<file path="src/rtl/swmf_pkg.sv">
// Shared types and constants for the sliding window median filter.
// No dependencies; every other file of the block but swmf_ram imports this package.
package swmf_pkg;

	localparam int DATA_W = 16;
	localparam int CNT_W  = 7;
	localparam int SLOT_W = 6;
	localparam int WL_W   = 8;

	localparam logic OP_PUSH  = 1'b0;
	localparam logic OP_CLEAR = 1'b1;

	typedef logic [DATA_W-1:0] sample_t;
	typedef logic [CNT_W-1:0]  count_t;

	// Request from the history control to the rank selector.
	typedef struct packed {
		logic   start;
		count_t count;
	} swmf_sel_req_t;

	// Answer from the rank selector.
	typedef struct packed {
		logic    done;
		sample_t median;
	} swmf_sel_rsp_t;

endpackage

</file>
<file path="src/rtl/swmf_if.sv">
// Valid/ready channel interfaces for samples, results and the window register.
// Depends on swmf_pkg for the payload widths.
interface swmf_in_if import swmf_pkg::*; ();
	logic                  valid;
	logic                  ready;
	logic                  opcode;
	logic [DATA_W-1:0]     reading;
	modport source (output valid, output opcode, output reading, input ready);
	modport sink   (input valid, input opcode, input reading, output ready);
endinterface

interface swmf_out_if import swmf_pkg::*; ();
	logic                  valid;
	logic                  ready;
	logic [DATA_W-1:0]     median_mv;
	logic [CNT_W-1:0]      samples_held;
	modport source (output valid, output median_mv, output samples_held, input ready);
	modport sink   (input valid, input median_mv, input samples_held, output ready);
endinterface

interface swmf_cfg_if import swmf_pkg::*; ();
	logic                  valid;
	logic                  ready;
	logic [WL_W-1:0]       window_length;
	modport source (output valid, output window_length, input ready);
	modport sink   (input valid, input window_length, output ready);
endinterface

</file>
<file path="src/rtl/swmf_ram.sv">
// Generic single write port, single read port RAM with registered read data.
// No dependencies.
module swmf_ram #(
	parameter int WIDTH = 16,
	parameter int DEPTH = 16
) (
	input  logic                                     clk,
	input  logic                                     we,
	input  logic [((DEPTH > 1) ? $clog2(DEPTH) : 1)-1:0] waddr,
	input  logic [WIDTH-1:0]                         wdata,
	input  logic [((DEPTH > 1) ? $clog2(DEPTH) : 1)-1:0] raddr,
	output logic [WIDTH-1:0]                         rdata
);
	logic [WIDTH-1:0] mem [DEPTH];

	always_ff @(posedge clk) begin
		if (we) begin
			mem[waddr] <= wdata;
		end
		rdata <= mem[raddr];
	end
endmodule

</file>
<file path="src/rtl/swmf_rank.sv">
// Rank selector: finds the median of the first n ring entries with one shared pair
// of comparators, counting for each candidate the entries below and not above it.
// Depends on swmf_pkg; reads the ring through a registered-read RAM port.
module swmf_rank import swmf_pkg::*; #(
	parameter int AW = 4
) (
	input  logic          clk,
	input  logic          arst_n,
	input  swmf_sel_req_t req,
	output swmf_sel_rsp_t rsp,
	output logic [AW-1:0] rd_addr,
	input  sample_t       rd_data
);
	localparam logic [2:0] R_IDLE   = 3'd0;
	localparam logic [2:0] R_CRD    = 3'd1;
	localparam logic [2:0] R_CLAT   = 3'd2;
	localparam logic [2:0] R_SWEEP  = 3'd3;
	localparam logic [2:0] R_DECIDE = 3'd4;
	localparam logic [2:0] R_FINAL  = 3'd5;

	logic [2:0]  state_q;
	count_t      n_q, i_q, j_q, lt_q, le_q;
	sample_t     cand_q, lo_q, hi_q;
	count_t      k_lo, k_hi;
	logic [DATA_W:0] sum;

	assign k_lo = (n_q - 7'd1) >> 1;
	assign k_hi = n_q >> 1;
	assign sum  = {1'b0, lo_q} + {1'b0, hi_q};

	assign rd_addr    = (state_q == R_CRD) ? i_q[AW-1:0] : j_q[AW-1:0];
	assign rsp.done   = (state_q == R_FINAL);
	assign rsp.median = sum[DATA_W:1];

	always_ff @(posedge clk or negedge arst_n) begin
		if (!arst_n) begin
			state_q <= R_IDLE;
			n_q     <= '0;
			i_q     <= '0;
			j_q     <= '0;
			lt_q    <= '0;
			le_q    <= '0;
		end else begin
			unique case (state_q)
				R_IDLE: begin
					if (req.start) begin
						n_q     <= req.count;
						i_q     <= '0;
						state_q <= R_CRD;
					end
				end
				R_CRD: begin
					j_q     <= '0;
					lt_q    <= '0;
					le_q    <= '0;
					state_q <= R_CLAT;
				end
				R_CLAT: begin
					// candidate arrives; entry 0 is addressed now
					j_q     <= 7'd1;
					state_q <= R_SWEEP;
				end
				R_SWEEP: begin
					// data here belongs to entry j_q - 1
					if (rd_data < cand_q) begin
						lt_q <= lt_q + 7'd1;
					end
					if (rd_data <= cand_q) begin
						le_q <= le_q + 7'd1;
					end
					if (j_q == n_q) begin
						state_q <= R_DECIDE;
					end else begin
						j_q <= j_q + 7'd1;
					end
				end
				R_DECIDE: begin
					if (i_q == n_q - 7'd1) begin
						state_q <= R_FINAL;
					end else begin
						i_q     <= i_q + 7'd1;
						state_q <= R_CRD;
					end
				end
				R_FINAL: begin
					state_q <= R_IDLE;
				end
				default: begin
					state_q <= R_IDLE;
				end
			endcase
		end
	end

	always_ff @(posedge clk) begin
		if (state_q == R_CLAT) begin
			cand_q <= rd_data;
		end
		if (state_q == R_DECIDE) begin
			if (lt_q <= k_lo && k_lo < le_q) begin
				lo_q <= cand_q;
			end
			if (lt_q <= k_hi && k_hi < le_q) begin
				hi_q <= cand_q;
			end
		end
	end
endmodule

</file>
<file path="src/rtl/sliding_window_median_filter_unit.sv">
// Sliding window median filter: the time a push takes is set by the rank
// selector, which walks every held sample once per candidate through the
// ring RAM's single read port and one pair of comparators; a clear skips
// the rank selector. The sample port is not ready while an item is in
// work. A result register parts the output side, so a finished result may
// wait while the block sits idle. Writing window_length empties the
// history, like a clear beat.
// Depends on swmf_pkg, the channel interfaces, swmf_ram and swmf_rank.
module sliding_window_median_filter_unit import swmf_pkg::*; #(
	parameter int WINDOW_MAX     = 16,
	parameter int WINDOW_DEFAULT = 8
) (
	input  logic clk,
	input  logic arst_n,
	swmf_in_if.sink    samples,
	swmf_out_if.source results,
	swmf_cfg_if.sink   cfg
);
	localparam int AW = (WINDOW_MAX > 1) ? $clog2(WINDOW_MAX) : 1;

	localparam logic [1:0] T_IDLE = 2'd0;
	localparam logic [1:0] T_BUSY = 2'd1;
	localparam logic [1:0] T_EMIT = 2'd2;

	logic [1:0]        state_q;
	logic [WL_W-1:0]   wl_q;
	logic [SLOT_W-1:0] slot_q;
	count_t            count_q;
	sample_t           med_q;
	logic              out_vld_q;
	sample_t           out_med_q;
	count_t            out_cnt_q;

	count_t            len;
	logic [SLOT_W-1:0] slot_eff;
	count_t            slot_inc;
	logic [SLOT_W-1:0] slot_next;
	count_t            count_next;
	logic              in_acc, cfg_acc, push, emit;
	logic [AW-1:0]     rd_addr;
	sample_t           rd_data;
	swmf_sel_req_t     sel_req;
	swmf_sel_rsp_t     sel_rsp;

	assign len = (wl_q == '0 || wl_q > WL_W'(WINDOW_MAX)) ? CNT_W'(WINDOW_DEFAULT)
		: wl_q[CNT_W-1:0];
	assign slot_eff   = ({1'b0, slot_q} >= len) ? '0 : slot_q;
	assign slot_inc   = {1'b0, slot_eff} + 7'd1;
	assign slot_next  = (slot_inc >= len) ? '0 : slot_inc[SLOT_W-1:0];
	assign count_next = (count_q < len) ? count_q + 7'd1 : count_q;

	assign cfg.ready     = (state_q == T_IDLE);
	assign samples.ready = (state_q == T_IDLE) && !cfg.valid;
	assign cfg_acc       = cfg.valid && cfg.ready;
	assign in_acc        = samples.valid && samples.ready;
	assign push          = in_acc && (samples.opcode == OP_PUSH);
	assign emit          = (state_q == T_EMIT) && (!out_vld_q || results.ready);

	assign sel_req.start = push;
	assign sel_req.count = count_next;

	assign results.valid        = out_vld_q;
	assign results.median_mv    = out_med_q;
	assign results.samples_held = out_cnt_q;

	swmf_ram #(
		.WIDTH(DATA_W),
		.DEPTH(WINDOW_MAX)
	) u_ring (
		.clk  (clk),
		.we   (push),
		.waddr(slot_eff[AW-1:0]),
		.wdata(samples.reading),
		.raddr(rd_addr),
		.rdata(rd_data)
	);

	swmf_rank #(
		.AW(AW)
	) u_rank (
		.clk    (clk),
		.arst_n (arst_n),
		.req    (sel_req),
		.rsp    (sel_rsp),
		.rd_addr(rd_addr),
		.rd_data(rd_data)
	);

	always_ff @(posedge clk or negedge arst_n) begin
		if (!arst_n) begin
			state_q   <= T_IDLE;
			wl_q      <= '0;
			slot_q    <= '0;
			count_q   <= '0;
			out_vld_q <= 1'b0;
		end else begin
			if (emit) begin
				out_vld_q <= 1'b1;
			end else if (results.ready) begin
				out_vld_q <= 1'b0;
			end
			unique case (state_q)
				T_IDLE: begin
					if (cfg_acc) begin
						wl_q    <= cfg.window_length;
						slot_q  <= '0;
						count_q <= '0;
					end else if (in_acc) begin
						if (samples.opcode == OP_CLEAR) begin
							slot_q  <= '0;
							count_q <= '0;
							state_q <= T_EMIT;
						end else begin
							slot_q  <= slot_next;
							count_q <= count_next;
							state_q <= T_BUSY;
						end
					end
				end
				T_BUSY: begin
					if (sel_rsp.done) begin
						state_q <= T_EMIT;
					end
				end
				T_EMIT: begin
					if (emit) begin
						state_q <= T_IDLE;
					end
				end
				default: begin
					state_q <= T_IDLE;
				end
			endcase
		end
	end

	always_ff @(posedge clk) begin
		if (in_acc && samples.opcode == OP_CLEAR) begin
			med_q <= '0;
		end else if (state_q == T_BUSY && sel_rsp.done) begin
			med_q <= sel_rsp.median;
		end
		if (emit) begin
			out_med_q <= med_q;
			out_cnt_q <= count_q;
		end
	end
endmodule

</file>
<file path="src/flat_wrapper.sv">
// flat-port wrapper written by rule: the top's interface ports become plain ports
module sliding_window_median_filter_unit_flat import swmf_pkg::*;
#(
	parameter int WINDOW_MAX     = 16,
	parameter int WINDOW_DEFAULT = 8
)
  (clk, arst_n, samples_valid, samples_opcode, samples_reading, samples_ready, results_valid, results_median_mv, results_samples_held, results_ready, cfg_valid, cfg_window_length, cfg_ready);
  swmf_in_if samples_i ();
  swmf_out_if results_i ();
  swmf_cfg_if cfg_i ();
  input  logic clk;
  input  logic arst_n;
  input wire logic [$bits(samples_i.valid)-1:0] samples_valid;
  input wire logic [$bits(samples_i.opcode)-1:0] samples_opcode;
  input wire logic [$bits(samples_i.reading)-1:0] samples_reading;
  output wire logic [$bits(samples_i.ready)-1:0] samples_ready;
  output wire logic [$bits(results_i.valid)-1:0] results_valid;
  output wire logic [$bits(results_i.median_mv)-1:0] results_median_mv;
  output wire logic [$bits(results_i.samples_held)-1:0] results_samples_held;
  input wire logic [$bits(results_i.ready)-1:0] results_ready;
  input wire logic [$bits(cfg_i.valid)-1:0] cfg_valid;
  input wire logic [$bits(cfg_i.window_length)-1:0] cfg_window_length;
  output wire logic [$bits(cfg_i.ready)-1:0] cfg_ready;
  assign samples_i.valid = samples_valid;
  assign samples_i.opcode = samples_opcode;
  assign samples_i.reading = samples_reading;
  assign samples_ready = samples_i.ready;
  assign results_valid = results_i.valid;
  assign results_median_mv = results_i.median_mv;
  assign results_samples_held = results_i.samples_held;
  assign results_i.ready = results_ready;
  assign cfg_i.valid = cfg_valid;
  assign cfg_i.window_length = cfg_window_length;
  assign cfg_ready = cfg_i.ready;
  sliding_window_median_filter_unit #(.WINDOW_MAX(WINDOW_MAX), .WINDOW_DEFAULT(WINDOW_DEFAULT)) u_core (.clk(clk), .arst_n(arst_n), .samples(samples_i), .results(results_i), .cfg(cfg_i));
endmodule
</file>
<file path="config.mk">
export PLATFORM = sky130hd
export DESIGN_NAME = sliding_window_median_filter_unit_flat
export DESIGN_NICKNAME = d
export VERILOG_FILES = /design/src/rtl/swmf_pkg.sv /design/src/rtl/swmf_if.sv /design/src/rtl/swmf_ram.sv /design/src/rtl/swmf_rank.sv /design/src/rtl/sliding_window_median_filter_unit.sv /design/src/flat_wrapper.sv
export SDC_FILE = /design/constraint.sdc
export NUM_CORES = 1
export LEC_CHECK = 0
export ABC_AREA = 1
export BUFFER_PORTS_ARGS = -buffer_cell sky130_fd_sc_hd__buf_2
export CORE_MARGIN = 2
export CORE_UTILIZATION = 40
export DETAILED_ROUTE_END_ITERATION = 8
export SYNTH_ARGS = -nofsm -noshare
export SYNTH_HDL_FRONTEND = slang
export SYNTH_HIERARCHICAL = 1
export SYNTH_SLANG_ARGS = --single-unit
</file>
<file path="constraint.sdc">
create_clock -name clk -period 3.4 [get_ports clk]
set_clock_uncertainty 0.2 [all_clocks]
set_input_delay 0.17 -clock clk [delete_from_list [all_inputs] [get_ports clk]]
set_output_delay 0.17 -clock clk [all_outputs]
set_load 0.05 [all_outputs]
</file>
==> qor.yml, run 1 <==
rows: 82
final_util_pct: 47.7
antenna_found_initial: 0
fmax_mhz: 289
clk_latency_ns: 0.59
period_share_pct: 102
port_buffers: 55
io_pins: 56
ant_nets: 0
firstDrtPassIters: 6
die_h_um: 229
use_met1_pct: 25.0
ys.flop_type: "edfxtp_1"
drv_slew: 0
ir_drop_mv: 0.435
die_x_um: 229
p_per_area_nw_per_um2: 445
seq_area_um2: 12000
rrSetupSlack_ns: -0.06
layout_min_cycle_time_ns: 3.46
cap_violations: 0
cts_tree: "yes"
area_delta_synth_final_pct: 18.0
syn-mean-instance-area_um2: 9.85
routed_wl_mm: 47.5
leakagePower_nw: 10.5
grt_pass1_wl_mm: 75.9
startpoint: "u_core/wl_q[2]"
finalHoldViolations: 0
power_mw: 10.6
ys_seq_area_share_pct: 59.3
r2r-start: "u_core/wl_q[2]"
synth-edff-count: 327
cp-start-kind: "flip-flop"
worst_slack_ns: -0.0563
setup_violations: 6
core_area_um2: 50100
cp_max_fo: 5
initial_core_util_pct: 40.4
reg2reg_depth: 23
synthArstFlopShare_pct: 14.7
htreeDepth: 2
slew_headroom_pct: 44.1
status: "finished, violations left"
clock_sinks: 421
worst-setup-path-type: "flip-flop to flip-flop"
ys.warnings.count: 6
met3_usage_pct: 3.74
rsz0062_at_grt: "yes"
dr.first_iter.drc_count: 1140
ys_seq_elements: 421
tns_ns: -0.262
syn-cell-area_um2: 20200
cts_root_buffer: "clkbuf_16"
via_count: 14300
timing.rr.end: "u_core/slot_q[0]"
post-place-ws_ns: -0.114
clockBufferDepth: 3
place_congestion: 0.838
fin_nets: 2309
crit_arrival_ns: 3.72
hpwl_mm: 31.5
syn_inst: 2054
fp.dieArea_um2: 52400
drcViolationCount: 0
drive_gt1_share_pct: 13.5
grt_overflow: 0
place_area_um2: 21700
critPathCaptureType: "flip-flop"
vias_per_cell: 4.90
num-fill-cells: 4658
tightest_slew_ns: 0.838
cp.required_ns: 3.66
synth_cell_types: 53
path_clk_slew_ns: 0.06
grt_pass1_vias: 14100
multi_input_area_um2: 6880
grt_max_degree: 97
cts_buffers: 44
critPathCapture: "u_core/slot_q[0]"
hp-class: "input pin to async pin"
wl_per_cell_um: 16.3
grt_use_met2_pct: 29.5
track_usage_pct: 18.3
top_usage_layer: "met2"
violations: "setup timing"
final_area_um2: 23900
report_power, final:
| part | switching (mW) | leakage [nW] | internal, mW |
|---|---|---|---|
| clock network | 1.99 | 0.686 | 2.74 |
| logic | 0.222 | 5.84 | 0.125 |
| registers | 0.0147 | 3.94 | 5.54 |
| total | 2.22 | 10.5 | 8.41 |
cells in the final DEF (no fill, tap or decap), drive strengths merged, types with 3 or more instances in the layout:
cell type / n
nand2: 547
inv: 346
edfxtp: 327
nand3: 264
buf: 119
nor2: 112
ha: 76
clkbuf: 64
dfrtp: 62
a21oi: 50
o21ai: 45
dlygate4sd3: 40
dfxtp: 32
xor2: 30
mux2: 21
nand4: 20
clkinv: 14
o21bai: 10
xnor2: 9
nor3: 7
a21o: 5
o22ai: 5
nand3b: 5
conb: 5
bufinv: 3
or2: 3
kinds of logic (layout without fill, tap and decap cells):
family / count (synthesis) / after routing / share of synthesized area [%]
other: 1 / 6 / 0.0185
AOI/OAI and AO/OA: 125 / 125 / 3.67
xor gates and xnor gates: 41 / 41 / 1.91
muxes: 21 / 21 / 1.17
adders and majority gates: 77 / 77 / 4.80
and+or+nand+nor: 961 / 961 / 20.9
DFF: 421 / 421 / 59.3
buffers and inverters: 407 / 586 / 8.22
metrics by stage:
step / hold slack, ns / cells
final: 0.122 / 2910
after global routing: 0.122 / 2909
after CTS: 0.0885 / 2905
after detailed placement: 0.174 / 2779
after global placement: 0.168 / 2779
after floorplan: -0.326 / 2058
critical path, stage by stage (launching register included):
cell      delay, ns
dfrtp_1        0.41
nor2_4         0.15
nand2_1        0.06
nand2_1        0.07
nand2_2        0.08
buf_4          0.13
buf_4          0.12
buf_4          0.12
buf_4          0.14
nand3_2        0.13
nand2_2        0.08
nand3_2        0.09
nand3_4        0.11
nor2_4         0.18
ha_4           0.18
nand4_1        0.12
nand2_1        0.14
inv_1          0.05
ha_1           0.28
nand3_2        0.08
a21oi_2        0.16
nand2_4        0.09
nand2_8        0.10
o21bai_2       0.06
cells in the mapped netlist (6+ instances only):
library cell / number / area, um2
ha_1: 76 / 951
inv_2: 10 / 37.5
nor3_1: 6 / 30.0
buf_4: 18 / 135
mux2_2: 21 / 236
nor2_1: 101 / 379
dfxtp_1: 32 / 641
xor2_1: 30 / 263
dfrtp_1: 62 / 1550
o21ai_0: 37 / 185
xnor2_1: 9 / 78.8
a21oi_1: 50 / 250
inv_1: 335 / 1260
nand2_2: 13 / 81.3
buf_2: 21 / 105
nand4_1: 18 / 113
clkbuf_1: 16 / 60.1
edfxtp_1: 327 / 9820
nand2_1: 532 / 2000
nand3_1: 257 / 1290
nor2_2: 6 / 37.5
flip-flops by register name, summed over array words and instances, names as in the netlist, 7 cells and up:
register	flops
u_core/u_rank/cand_q	16
u_core/u_ring/rdata	16
u_core/count_q	7
u_core/results.samples_held	7
u_core/u_rank/i_q	7
u_core/u_rank/hi_q	16
u_core/u_rank/n_q	7
u_core/u_rank/lo_q	16
u_core/u_rank/le_q	7
u_core/u_rank/lt_q	7
u_core/u_ring/mem	256
u_core/wl_q	8
u_core/med_q	16
u_core/u_rank/j_q	7
u_core/results.median_mv	16
worst min path at each step:
stage | end | start | slack (ns) | cells after the start
floorplan | u_core/count_q[0] | arst_n | -0.33 | 0
global placement | u_core/results.valid | results_ready | 0.17 | 2
detailed placement | u_core/results.valid | results_ready | 0.17 | 2
CTS | u_core/results.valid | results_ready | 0.09 | 3
global route | u_core/results.valid | results_ready | 0.12 | 3
finish | u_core/u_rank/le_q[2] | arst_n | 0.12 | 3
layer usage:
layer / share of wire [%] / up-vias
met5: 0 / -
met4: 2.1 / 0
li1: - / 7022
met1: 45 / 6764
met3: 6.1 / 77
met2: 46 / 406
final cells by class:
| type | instances | share of cell area, % |
|---|---|---|
| Sequential cell | 421 | 50.3 |
| Multi-Input combinational cell | 1230 | 28.8 |
| Timing Repair Buffer | 160 | 6.05 |
| Inverter | 345 | 5.46 |
| Clock buffer | 63 | 5.12 |
| Tap cell | 672 | 3.52 |
| Clock inverter | 18 | 0.770 |
| Antenna cell | 1 | 0.0105 |
repair_timing:
item / CTS / global route
gates resized for setup: 14 / 34
pin swaps: 16 / 25
endpoints found under the setup margin: 6 / 198
endpoints found under the hold margin: 338 / 0
hold buffers: 40 / 0
setup buffers: 5 / 3
gates cloned: 0 / 1
Note: power is estimated with default switching activity, not from simulation.
==> run 2: changes to the inputs <==
--- a/config.mk
+++ b/config.mk
@@ -5,11 +5,12 @@
 export SDC_FILE = /design/constraint.sdc
 export NUM_CORES = 1
 export LEC_CHECK = 0
-export ABC_AREA = 1
 export BUFFER_PORTS_ARGS = -buffer_cell sky130_fd_sc_hd__buf_2
+export CORE_ASPECT_RATIO = 1.1
 export CORE_MARGIN = 2
 export CORE_UTILIZATION = 40
 export DETAILED_ROUTE_END_ITERATION = 8
+export PLACE_DENSITY = 0.61
 export SYNTH_ARGS = -nofsm -noshare
 export SYNTH_HDL_FRONTEND = slang
 export SYNTH_HIERARCHICAL = 1
==> run 2 against run 1 <==
Compared with the run above:
- worst hold slack got worse by 0.082 ns
- first-iteration DRC count decreased by 47%
- the flow still finishes with violations (setup timing)
- sequential share of layout area rose by 2.7 points
- largest cell class unchanged
- utilization increased by 2.1 points
- highest routed layer unchanged
- largest power group unchanged
==> qor.yml, run 2 <==
port_buffers: 55  # unchanged
place_congestion: 0.816  # -2.6%
power_mw: 12.1  # +14%
firstDrtPassIters: 5  # -1
ant_nets: 0  # unchanged
path_clk_slew_ns: 0.06  # about the same
dp.cells: 1910  # -31%
rows: 82  # unchanged
synth_cell_types: 81  # +53%
ys_seq_area_share_pct: 65.3  # +6.0 points
yosys-top-cells-area: "edfxtp_1 53%, dfrtp_1 8.4%, mux4_2 6.6%"
violations: "setup timing"
largest_register_ffs: 256  # unchanged
grt_pass1_vias: 11000  # -22%
clk_latency_ns: 0.58  # about the same
worstPathCellList: "nor4_4, buf_4, and2_4, ha_4, nor2b_2, o21ai_2, o211ai_1, a21oi_1, buf_4, nor2b_4, ha_4, nand3_4, nand2_2, a21oi_4, ha_4, a21o_1, a211oi_4, o31ai_4, or3_4, o21ai_2"
cp_max_fo: 4  # -1
p_per_area_nw_per_um2: 533  # +20%
worst-setup-path-type: "flip-flop to flip-flop"
ys.warnings.count: 6  # unchanged
tightest_slew_ns: 0.957  # +0.120 ns
fmax_mhz: 245  # -15%
setup_violations: 263  # +257
cpPeakStageDelay_ns: 0.41  # about the same
antenna_found_initial: 2  # +2
cts_root_buffer: "clkbuf_16"
largest-register: "u_core/u_ring/mem"
place_area_um2: 20200  # -6.9%
period_share_pct: 120  # +18 points
dr.first_iter.drc_count: 599  # -47%
via_count: 10700  # -25%
syn-cell-area_um2: 18400  # -9.1%
synthArstFlopShare_pct: 14.7  # unchanged
finalHoldViolations: 0  # unchanged
slowest_stage: "dfrtp_1"
final_area_um2: 22700  # -5.1%
cp-start-kind: "flip-flop"
final_util_pct: 49.9  # +2.1 points
grt_overflow: 0  # unchanged
cts_buffers: 43  # -2.3%
worst_slack_ns: -0.685  # -0.629 ns
drive_gt1_share_pct: 26.1  # +13 points
instances_no_fill: 2047  # -30%
grt_pass1_wl_mm: 62.1  # -18%
drcViolationCount: 0  # unchanged
core_area_um2: 45500  # -9.2%
syn_inst: 1218  # -41%
wl_per_cell_um: 19.1  # +17%
final_cell_mix: "327 x edfxtp_1, 99 x nand2_1, 70 x ha_1, 69 x buf_4, 62 x dfrtp_1"
path_common_cell: "ha_4"
fp.dieArea_um2: 47700  # -9.0%
synth_most_common_cell: "edfxtp_1"
cts_tree: "yes"
status: "finished, violations left"
drv_slew: 0  # unchanged
die_h_um: 229  # about the same
clockBufferDepth: 3  # unchanged
grt_max_degree: 37  # -62%
track_usage_pct: 16.8  # -1.5 points
ys_seq_elements: 421  # unchanged
layout_min_cycle_time_ns: 4.08  # +0.629 ns
syn-mean-instance-area_um2: 15.1  # +53%
routed_wl_mm: 39.2  # -18%
io_pins: 56  # unchanged
slew_headroom_pct: 35.9  # -8.2 points
htreeDepth: 2  # unchanged
vias_per_cell: 5.21  # +6.2%
cap_violations: 0  # unchanged
yosys-top-cells-count: "327 x edfxtp_1, 104 x nand2_1, 76 x ha_1"
initial_core_util_pct: 40.5  # +0.043 points
leakagePower_nw: 8.26  # -21%
synth_top_area_share_pct: 53.4  # +4.9 points
cp.required_ns: 3.71  # +0.05 ns
hpwl_mm: 25.0  # -21%
synth-edff-count: 327  # unchanged
mostFrequentLayoutCell: "edfxtp_1"
ir_drop_mv: 0.511  # +18%
area_delta_synth_final_pct: 23.2
yosys.area.top_type: "edfxtp_1"
clock_sinks: 421  # unchanged
ys.flop_type: "edfxtp_1"
critPathCaptureType: "flip-flop"
die_x_um: 208  # -8.9%
hp-class: "input pin to flip-flop"
rsz0062_at_grt: "yes"
crit_arrival_ns: 4.39  # +0.67 ns
fin_nets: 1533  # -34%
## run 2: changes by cell type in the layout (fill, tap and decap cells not counted), moves of 11 or more
| cell | change |
|---|---|
| a22oi_1 | +32 |
| buf_4 | +31 |
| buf_6 | +15 |
| dlygate4sd3_1 | -11 |
| inv_1 | -282 |
| mux4_2 | +54 |
| nand2_1 | -429 |
| nand3_1 | -238 |
| nor2_1 | -37 |
| nor2_2 | -19 |
| nor2b_1 | +12 |
| xnor2_1 | +22 |
## run 2: cells by family after synthesis
| kind of cell | after synthesis | synth area share, % |
|---|---|---|
| buffers and inverters | 97 | 2.33 |
| AOI/OAI and AO/OA | 192 | 7.14 |
| and+or+nand+nor | 291 | 7.90 |
| xor gates and xnor gates | 53 | 2.67 |
| adders and majority gates | 77 | 5.28 |
| DFF | 421 | 65.3 |
| other | 1 | 0.0204 |
| muxes | 86 | 9.35 |
## run 2: per-layer routing
layer,vias to the layer above,track usage [%],routed length (um),part of all wire (%)
li1,5085,-,-,-
met1,5320,22.0,17000,43
met2,196,28.6,19600,50
met3,57,2.80,1650,4.2
met4,0,5.31,976,2.5
met5,-,0,0,0
## run 2: per-stage QoR
step,setup TNS (ns),hold WS [ns],setup slack (ns)
2_1_floorplan,-61.97,-0.326,-0.577
3_3_place_gp,-21.25,0.119,-0.594
3_5_place_dp,-37.70,0.133,-0.712
4_1_cts,-34.17,0.0481,-0.568
5_1_grt,-108.27,0.120,-0.838
6_report,-75.24,0.0397,-0.685
## run 2: cell type report
| cell class | instances | area (um2) |
|---|---|---|
| multi-input combinational | 704 | 6420 |
| clock buffer | 56 | 1130 |
| clock inverter | 20 | 288 |
| timing repair buffer | 204 | 1870 |
| fill | 3767 | 22800 |
| antenna | 2 | 5.00 |
| sequential | 421 | 12000 |
| inverter | 52 | 195 |
| tap | 588 | 736 |
## run 2: path summary, 6_finish.rpt
kind,from,to,slack [ns],depth (start not counted)
hold reg to reg,u_core/med_q[10],u_core/results.median_mv[10],0.22,0
setup / recovery,u_core/wl_q[6],u_core/slot_q[5],-0.68,20
hold / removal,samples_opcode,u_core/state_q[1],0.04,5
max in group asynchronous,arst_n,u_core/u_rank/lt_q[6],2.18,3
setup reg to reg,u_core/wl_q[6],u_core/slot_q[5],-0.68,20
min in group asynchronous,arst_n,u_core/wl_q[3],0.05,2
## run 2: worst max-delay path: cells and delay by family, from the launching register on
family                     cells  cell delay, ns
and+or+nand+nor                7            1.27
buffers and inverters          2            0.35
DFF                            1            0.41
adders and majority gates      3            0.50
AOI/OAI and AO/OA              8            1.30
## run 2: timing repair
item / CTS / global route
buffers inserted: 26 / 8
hold endpoints to repair: 311 / 0
hold buffers: 29 / 0
setup endpoints to repair: 262 / 284
pin swaps: 31 / 31
gates cloned: 6 / 0
gates resized for setup: 88 / 22
## run 2: where the power goes
part	switching, mW	internal, mW	total [mW]
logic	0.762	0.636	1.40
registers	0.170	5.78	5.95
clock network	1.96	2.76	4.72
total	2.89	9.18	12.1
==> run 3: changes to the inputs <==
--- a/config.mk
+++ b/config.mk
@@ -7,10 +7,9 @@
 export LEC_CHECK = 0
 export BUFFER_PORTS_ARGS = -buffer_cell sky130_fd_sc_hd__buf_2
 export CORE_ASPECT_RATIO = 1.1
-export CORE_MARGIN = 2
 export CORE_UTILIZATION = 40
 export DETAILED_ROUTE_END_ITERATION = 8
-export PLACE_DENSITY = 0.61
+export PLACE_DENSITY = 0.59
 export SYNTH_ARGS = -nofsm -noshare
 export SYNTH_HDL_FRONTEND = slang
 export SYNTH_HIERARCHICAL = 1
==> constraint.sdc (replaced) <==
create_clock -name clk -period 5.1 [get_ports clk]
set_clock_uncertainty 0.2 [all_clocks]
set_input_delay 0.255 -clock clk [delete_from_list [all_inputs] [get_ports clk]]
set_output_delay 0.255 -clock clk [all_outputs]
set_load 0.05 [all_outputs]
==> run 3 against run 2 <==
Compared with the run above:
- the run ends with DRC left
- die area shrank 1.8%
- cell area shrank 6.1%
- final cell count shrank 4.1%
- wire length shrank 6.7%
- first-iteration DRC count shrank 6.8%
- sequential share of layout area grew 3.4 points
- clock power shrank 32%
- non-clock buffer count shrank 89
- clock-buffer cell count shrank 6
- critical path type unchanged
==> qor.yml, run 3 (same netlist as run 2, synthesis figures left out) <==
clkPwrFrac_pct: 40.7  # +1.6 points
crit_arrival_ns: 4.96  # +0.57 ns
ant_nets: 0  # unchanged
p_int_mw: 6.00  # -35%
die_h_um: 227  # -0.87%
routed_wl_mm: 36.5  # -6.7%
drive_gt1_share_pct: 19.7  # -6.4 points
largest-register: "u_core/u_ring/mem"
mostFrequentLayoutCell: "edfxtp_1"
cts_buffers: 44  # +2.3%
drcViolationCount: 12  # +12
wl_per_cell_um: 18.6  # -2.7%
grt_max_degree: 63  # +70%
htreeDepth: 2  # unchanged
dr.first_iter.drc_count: 558  # -6.8%
post-place-ws_ns: 0.458  # +1.17 ns
cap_violations: 0  # unchanged
grt_pass1_vias: 10600  # -3.5%
setup_violations: 0  # -100%
cp_max_fo: 6  # +2
place_congestion: 0.782  # -4.2%
track_usage_pct: 16.4  # -0.42 points
slowest_stage: "nor4_1"
die_x_um: 206  # -0.96%
io_pins: 56  # unchanged
cp.required_ns: 5.35  # +1.64 ns
rrSetupSlack_ns: 0.40  # +1.08 ns
drv_slew: 0  # unchanged
cp_top_family: "simple AND/OR/NAND/NOR gates"
port_buffers: 55  # unchanged
tns_ns: 0  # +75.24 ns
layout_min_cycle_time_ns: 4.70  # +0.618 ns
firstDrtPassIters: 6  # +1
rows: 82  # unchanged
final_cell_mix: "327 x edfxtp_1, 103 x nand2_1, 76 x ha_1, 62 x dfrtp_1, 55 x buf_2"
comb_power_share_pct: 8.8  # -2.8 points
cts_hold_buf: 27  # -6.9%
vias_per_cell: 5.21  # +0.12%
fmax_mhz: 213  # -13%
cts_tree: "yes"
power_mw: 7.88  # -35%
cp-start-kind: "flip-flop"
worst_slack_ns: 0.397  # +1.08 ns
p_seq_share_pct: 50.5  # +1.2 points
instances_no_fill: 1963  # -4.1%
cpPeakStageDelay_ns: 0.59  # +0.18 ns
fin_nets: 1445  # -5.7%
postCtsSetupBuffers: 0  # -100%
dp.cells: 1853  # -3.0%
slew_headroom_pct: 32.7  # -3.2 points
leakagePower_nw: 7.74  # -6.2%
cts_root_buffer: "clkbuf_16"
fp.dieArea_um2: 46800  # -1.8%
via_count: 10200  # -4.0%
p_per_area_nw_per_um2: 370  # -30%
grt_overflow: 0  # unchanged
place_area_um2: 19500  # -3.5%
status: "finished, violations left"
switching_power_mw: 1.88  # -35%
path_clk_slew_ns: 0.06  # about the same
initial_core_util_pct: 40.5  # unchanged
largest_register_ffs: 256  # unchanged
clockBufferDepth: 3  # unchanged
critPathBufInv: 0  # -2
hp-class: "input pin to flip-flop"
grt_pass1_wl_mm: 58.7  # -5.5%
worstPathCellList: "nor4_1, nand2_1, ha_1, a21oi_1, o21ai_0, a211oi_1, a21oi_1, nor2b_1, ha_1, nand3_1, or2_2, a21oi_1, ha_1, nand3_1, a211oi_2, nand2b_1, a32o_1"
finalHoldViolations: 0  # unchanged
worst-setup-path-type: "flip-flop to flip-flop"
critPathCaptureType: "flip-flop"
antenna_found_initial: 0  # -2
clock_sinks: 421  # unchanged
violations: "DRC"
swShare_pct: 23.8  # -0.12 points
cts_resized: 0  # -100%
ir_drop_mv: 0.264  # -48%
core_area_um2: 45500  # unchanged
hpwl_mm: 23.7  # -5.4%
final_area_um2: 21300  # -6.1%
period_share_pct: 92.2  # -28 points
clk_latency_ns: 0.59  # about the same
area_delta_synth_final_pct: 15.7
num-fill-cells: 3946  # +4.8%
rsz0062_at_grt: "no"
tightest_slew_ns: 1.01  # +0.0477 ns
run 3: changes by cell type in the layout (fill, tap and decap cells not counted), sizes merged:
cell         delta
diode           -1
buf            -86
clkinv         +13
clkbuf          -7
clkinvlp        -2
dlygate4sd3     -2
inv             +1
run 3: through the flow:
stage	hold WS, ns	util (%)
CTS	0.00328	46.8
finish	0.0316	46.8
global route	0.0464	46.8
detailed placement	0.216	43.0
floorplan	-0.241	-
global placement	0.214	43.0
run 3: area by class of cell:
class                   instances  area, um2  area share, %
diodes                          1       2.50         0.0118
well taps                     588        736           3.46
clock inverters                32        347           1.63
repair buffers                115        806           3.79
inverters                      52        195          0.917
multi-input cells             704       6060           28.5
clock buffers                  50       1120           5.28
flip-flops and latches        421      12000           56.5
run 3: worst paths after layout:
check | to | depth (start not counted) | startpoint
max in group asynchronous | u_core/u_rank/lt_q[5] | 3 | arst_n
min | u_core/count_q[4] | 4 | cfg_valid
min reg2reg | u_core/results.median_mv[10] | 0 | u_core/med_q[10]
min in group asynchronous | u_core/wl_q[3] | 3 | arst_n
max | u_core/slot_q[1] | 17 | u_core/wl_q[4]
max reg2reg | u_core/slot_q[1] | 17 | u_core/wl_q[4]
run 3: worst min-delay path: cells and delay by family:
family | cells | cell delay (ns)
buffers and inverters | 1 | 0.12
AO/OA/AOI/OAI | 1 | 0.18
AND/OR/NAND/NOR | 2 | 0.20
run 3: power by group through the flow:
stage / clock network [mW] / registers [mW] / logic (mW)
floorplan: 0 / 4.04 / 0.451
global route: 3.43 / 4.00 / 0.785
finish: 3.21 / 3.98 / 0.693
CTS: 3.30 / 3.98 / 0.703
detailed placement: 0 / 4.05 / 0.682
global placement: 0 / 4.04 / 0.663
run 3: layer usage:
metal / vias to the layer above / global-route usage [%] / routed length (um)
li1: 4907 / - / -
met1: 5073 / 21.2 / 15800
met2: 187 / 27.7 / 18200
met3: 66 / 2.96 / 1670
met4: 0 / 5.55 / 962
met5: - / 0 / 0
